## src/lap_pkg.sv

```systemverilog
// ---------------------------------------------------------------------------
// lap_pkg
// Shared constants and types for the 4-neighbour Laplacian edge filter.
// ---------------------------------------------------------------------------
package lap_pkg;

    localparam int MAX_WIDTH  = 1024;
    localparam int MAX_HEIGHT = 1024;

    localparam int PIX_W  = 8;
    localparam int SIZE_W = 11;
    localparam int POS_W  = 10;
    localparam int COL_W  = $clog2(MAX_WIDTH);
    localparam int ROW_W  = $clog2(MAX_HEIGHT);
    localparam int IDX_W  = 1;

    localparam logic [IDX_W-1:0] REG_IMAGE_WIDTH  = 1'b0;
    localparam logic [IDX_W-1:0] REG_IMAGE_HEIGHT = 1'b1;

    localparam logic [SIZE_W-1:0] SIZE_RESET = SIZE_W'(512);

    typedef struct packed {
        logic [POS_W-1:0] out_row;
        logic [POS_W-1:0] out_col;
        logic [PIX_W-1:0] out_value;
        logic             last_of_run;
    } t_res;

endpackage

```

## src/lap_if.sv

```systemverilog


interface lap_res_if import lap_pkg::*; ();
    logic             valid;
    logic             ready;
    logic [POS_W-1:0] out_row;
    logic [POS_W-1:0] out_col;
    logic [PIX_W-1:0] out_value;
    logic             last_of_run;

    modport source (output valid, output out_row, output out_col, output out_value,
                    output last_of_run, input ready);
    modport sink   (input valid, input out_row, input out_col, input out_value,
                    input last_of_run, output ready);
endinterface

```

## src/lap_outq.sv

```systemverilog
// ---------------------------------------------------------------------------
// lap_outq
// Four-entry result queue: takes up to two results a cycle, sends one while the sink is ready.
// ---------------------------------------------------------------------------
module lap_outq import lap_pkg::*; (
    input  logic           i_clk,
    input  logic           i_rst_n,
    input  logic [1:0]     i_push_n,
    input  t_res           i_rec0,
    input  t_res           i_rec1,
    output logic           o_space,
    lap_res_if.source      o_res
);

    t_res       r_q [4];
    t_res       n_q [4];
    logic [2:0] r_cnt;
    logic [2:0] n_cnt;
    logic [2:0] base;
    logic       pop;

    assign pop     = o_res.valid && o_res.ready;
    assign o_space = (r_cnt <= 3'd2);

    always_comb begin
        n_q  = r_q;
        base = r_cnt;
        if (pop) begin
            for (int i = 0; i < 3; i++) begin
                n_q[i] = r_q[i+1];
            end
            base = r_cnt - 3'd1;
        end
        if (i_push_n != 2'd0) begin
            n_q[base[1:0]] = i_rec0;
        end
        if (i_push_n == 2'd2) begin
            n_q[base[1:0] + 2'd1] = i_rec1;
        end
        n_cnt = base + {1'b0, i_push_n};
    end

    always_ff @(posedge i_clk) begin
        r_q <= n_q;
        if (!i_rst_n) begin
            r_cnt <= '0;
        end else begin
            r_cnt <= n_cnt;
        end
    end

    assign o_res.valid       = (r_cnt != 3'd0);
    assign o_res.out_row     = r_q[0].out_row;
    assign o_res.out_col     = r_q[0].out_col;
    assign o_res.out_value   = r_q[0].out_value;
    assign o_res.last_of_run = r_q[0].last_of_run;

endmodule

```

## src/flat_wrapper.sv

```systemverilog
// flat-port wrapper written by rule: the top's interface ports become plain ports
module lap_outq_flat import lap_pkg::*;
  (i_clk, i_rst_n, i_push_n, i_rec0, i_rec1, o_space, o_res_valid, o_res_out_row, o_res_out_col, o_res_out_value, o_res_last_of_run, o_res_ready);
  lap_res_if o_res_i ();
  input  logic i_clk;
  input  logic i_rst_n;
  input  logic [1:0] i_push_n;
  input  t_res i_rec0;
  input  t_res i_rec1;
  output logic o_space;
  output wire logic [$bits(o_res_i.valid)-1:0] o_res_valid;
  output wire logic [$bits(o_res_i.out_row)-1:0] o_res_out_row;
  output wire logic [$bits(o_res_i.out_col)-1:0] o_res_out_col;
  output wire logic [$bits(o_res_i.out_value)-1:0] o_res_out_value;
  output wire logic [$bits(o_res_i.last_of_run)-1:0] o_res_last_of_run;
  input wire logic [$bits(o_res_i.ready)-1:0] o_res_ready;
  assign o_res_valid = o_res_i.valid;
  assign o_res_out_row = o_res_i.out_row;
  assign o_res_out_col = o_res_i.out_col;
  assign o_res_out_value = o_res_i.out_value;
  assign o_res_last_of_run = o_res_i.last_of_run;
  assign o_res_i.ready = o_res_ready;
  lap_outq u_core (.i_clk(i_clk), .i_rst_n(i_rst_n), .i_push_n(i_push_n), .i_rec0(i_rec0), .i_rec1(i_rec1), .o_space(o_space), .o_res(o_res_i));
endmodule
```

## config.mk

```make
export PLATFORM = sky130hd
export DESIGN_NAME = lap_outq_flat
export DESIGN_NICKNAME = d
export VERILOG_FILES = /design/src/lap_pkg.sv /design/src/lap_if.sv /design/src/lap_outq.sv /design/src/flat_wrapper.sv
export SDC_FILE = /design/constraint.sdc
export NUM_CORES = 1
export LEC_CHECK = 0
export ABC_AREA = 1
export BUFFER_PORTS_ARGS = -buffer_cell sky130_fd_sc_hd__buf_2
export CAP_MARGIN = 10
export CELL_PAD_IN_SITES_DETAIL_PLACEMENT = 0
export CELL_PAD_IN_SITES_GLOBAL_PLACEMENT = 1
export CORE_MARGIN = 2
export CORE_UTILIZATION = 44
export DETAILED_ROUTE_END_ITERATION = 7
export PLACE_DENSITY_LB_ADDON = 0.1
export SYNTH_ARGS = -nofsm -noshare
export SYNTH_HDL_FRONTEND = slang
export SYNTH_SLANG_ARGS = --single-unit
export TNS_END_PERCENT = 30
```

## constraint.sdc

```tcl
create_clock -name i_clk -period 4.2 [get_ports i_clk]
set_input_delay 0.84 -clock i_clk [delete_from_list [all_inputs] [get_ports i_clk]]
set_output_delay 0.84 -clock i_clk [all_outputs]
set_load 0.05 [all_outputs]
```

==> reports/summary.json <==
{
  "dp_cells": 1340,
  "power_frac_clock": 0.190,
  "critPathCaptureType": "register",
  "seqCellArea_um2": 2382,
  "power_per_cell_area_nw_per_um2": 917.5,
  "power_report.internal_total_uw": 3775,
  "layout.core_utilization": 0.4953,
  "h_tree_depth": 4,
  "combPwrFrac": 0.533,
  "post_synth_main_area_contributors": "dfxtp_1 (33%), nand2_1 (20%), nand4_1 (10%), nand3_1 (8.6%), buf_4 (5.1%)",
  "min_path_type": "register to register",
  "setup-tns-final_ns": 0,
  "syn_warnings": 0,
  "antenna_cells_inserted": 0,
  "synth_top_flop_cell": "dfxtp_1",
  "synthDominantCellAreaShare": 0.3345,
  "grt_antenna_before_repair": 0,
  "max-vdd-ir-drop_uv": 515.7,
  "synth_sequential_area_ratio": 0.3345,
  "cts_sinks": 119,
  "core_area_um2": 15830,
  "post_synth_inst_count": 1132,
  "drive_above_1_share": 0.1353,
  "run_status": "finished, final reports clean",
  "setup_viol_count_final": 0,
  "detailedRoute.firstPassIterationCount": 5,
  "number_of_global_route_vias_before_repair": 6482,
  "die-area_um2": 17220,
  "clk_transition_reported_paths_ns": 0.05,
  "number_of_setup_buffers_added_after_cts": 0,
  "max-clock-path-buffers": 2,
  "tritoncts": "yes",
  "place_congestion": 0.7633,
  "clk_root_buffer_cell": "clkbuf_16",
  "netlist-cell-type-count": 20,
  "pwr-share-seq": 0.277,
  "grt_first_pass_wirelength_um": 34840,
  "final_hold_viols": 0,
  "switching_share": 0.4752,
  "critical_path_class": "register to register",
  "slew-limit-headroom": 0.3706,
  "synth.avg_cell_area_um2": 6.291,
  "synth_nets": 1199,
  "pin_count": 94,
  "power.total_uw": 7192,
  "areaGrowthSynthToFinish_pct": 10.07,
  "floorplan.die.width_um": 131.2,
  "dr.first_iter.drc_count": 588,
  "detail_route.wirelength_um": 21470,
  "io_buffer_count": 93,
  "layout_min_cycle_time_ns": 2.640,
  "total_leakage_power_uw": 0.004154,
  "grt_overflow_total": 0,
  "synth-async-reset-ratio": 0,
  "grt_setup_unrepaired": "false",
  "postCtsResizedCells": 0,
  "placementRows": 46,
  "vert_die_dim_um": 131.2,
  "grt_use_total": 0.2504,
  "num-nets-final": 1210,
  "cp_max_fo": 29,
  "net-switching-power_uw": 3417,
  "synth_enable_flop_cells": 0,
  "timing_max_transition_violations_final": 0,
  "worstSkewPairLatency_ns": 0.42,
  "drc": 0,
  "netlist.top_cell.by_area": "dfxtp_1",
  "timing.hold.ws_ns": 0.5351,
  "initial_utilization": 0.4500,
  "cts.hold.buffers_added": 0,
  "wire_per_inst_um": 15.68,
  "synth.most_common_cell": "nand2_1",
  "hpwlAfterDp_um": 12220,
  "drv.max_cap_violation_count": 0,
  "arrival_time_at_the_worst_endpoint_ns": 3.00,
  "num_vias": 7076,
  "fill_cells": 1733,
  "synth.cells.most_frequent": "nand2_1 (384), nand3_1 (122), dfxtp_1 (119), nand4_1 (116), inv_1 (96)",
  "timing.clock.skew_ns": 0.009498,
  "synth_seq_cells": 119,
  "cts_inserted_buffers": 17,
  "max_freq_mhz": 378.8,
  "startpoint_type": "register",
  "ant_nets_after_route": 0,
  "grt_start_max_net_pins": 100,
  "synth.cell_area_um2": 7122,
  "multi_input_comb_area_um2": 3655,
  "critPathRequiredTime_ns": 4.56,
  "vias_per_cell": 5.169,
  "post_layout_nonfiller_instances": 1369,
  "worst_margin_pin_slew_ns": 0.9441,
  "final_min_period_over_clock_period": 0.6285
}
-- cell usage in the layout (no fill, tap or decap) --
master,netlist,final
buf_4,48,20
a21oi_1,59,59
nand2_2,3,4
clkbuf_1,29,4
inv_1,96,96
clkbuf_8,0,4
ha_1,3,3
nand3_1,122,122
nand4_1,116,116
fa_1,1,1
bufinv_16,0,1
dfxtp_1,119,119
clkinv_2,0,3
nand2_1,384,382
clkbuf_16,0,17
nor2_1,62,62
inv_2,4,4
xor2_1,1,1
nand3_2,6,6
nand2_4,3,4
buf_2,32,93
o21ai_0,32,32
-- logic make-up after synthesis --
group | share of synthesized area
buffers and inverters | 0.1537
adders and majority gates | 0.008082
and+or+nand+nor | 0.4385
AOI/OAI and AO/OA | 0.06395
xor gates and xnor gates | 0.001230
DFF | 0.3345
-- power groups by stage --
stage | registers (µW) | clock network [µW] | logic (µW)
6_report | 1990 | 1370 | 3830
5_1_grt | 2060 | 1440 | 4330
4_1_cts | 1990 | 1380 | 3830
3_5_place_dp | 2010 | 0 | 3810
3_3_place_gp | 2010 | 0 | 3800
2_1_floorplan | 1980 | 0 | 3300
-- metrics by stage --
step | area [µm²] | setup slack (ns)
6_report | 7839 | 1.560
3_3_place_gp | 7298 | 1.357
4_1_cts | 7839 | 1.558
3_5_place_dp | 7298 | 1.321
5_1_grt | 7839 | 1.266
2_1_floorplan | 7122 | 1.891
-- critical path: stages (launching register included) --
cell and delay (ns):
dfxtp_1 0.32, inv_1 0.14, ha_1 0.21, nand2_4 0.08
nand2_4 0.10, nand2_1 0.07, nand2_2 0.39, nand3_2 0.83
nand2_1 0.24, nand3_1 0.09, nand2_1 0.08
-- routing by layer --
| layer | track usage | part of all wire | vias to the layer above |
|---|---|---|---|
| met5 | 0 | 0 | - |
| li1 | - | - | 3673 |
| met2 | 0.4012 | 0.46 | 160 |
| met3 | 0.04360 | 0.047 | 16 |
| met4 | 0.07548 | 0.012 | 0 |
| met1 | 0.3452 | 0.48 | 3227 |
-- path summary, 6_finish.rpt --
path	from	end	slack, ns	depth (start not counted)
worst max register to register	u_core.r_cnt[0]$_SDFF_PN0_	u_core.o_res.out_row[1]$_DFF_P_	1.56	10
worst min-delay path	u_core.r_q[28]$_DFF_P_	u_core.r_q[28]$_DFF_P_	0.54	4
worst max-delay path	u_core.r_cnt[0]$_SDFF_PN0_	u_core.o_res.out_row[1]$_DFF_P_	1.56	10
worst min register to register	u_core.r_q[28]$_DFF_P_	u_core.r_q[28]$_DFF_P_	0.54	4
-- layout make-up --
cell class | count | area share
Clock buffer | 25 | 0.06321
Timing Repair Buffer | 113 | 0.07853
Sequential cell | 119 | 0.3039
Inverter | 100 | 0.04789
Tap cell | 216 | 0.03448
Clock inverter | 4 | 0.005746
Multi-Input combinational cell | 792 | 0.4662
-- state kept, by name, indices dropped and copies added (netlist names) --
signal                    count
u_core.r_cnt                  3
u_core.r_q                   87
u_core.o_res.out_value        8
u_core.o_res.out_col         10
u_core.o_res.out_row         10
u_core.o_res.last_of_run      1
No activity file was read; power rests on OpenSTA's default activity.
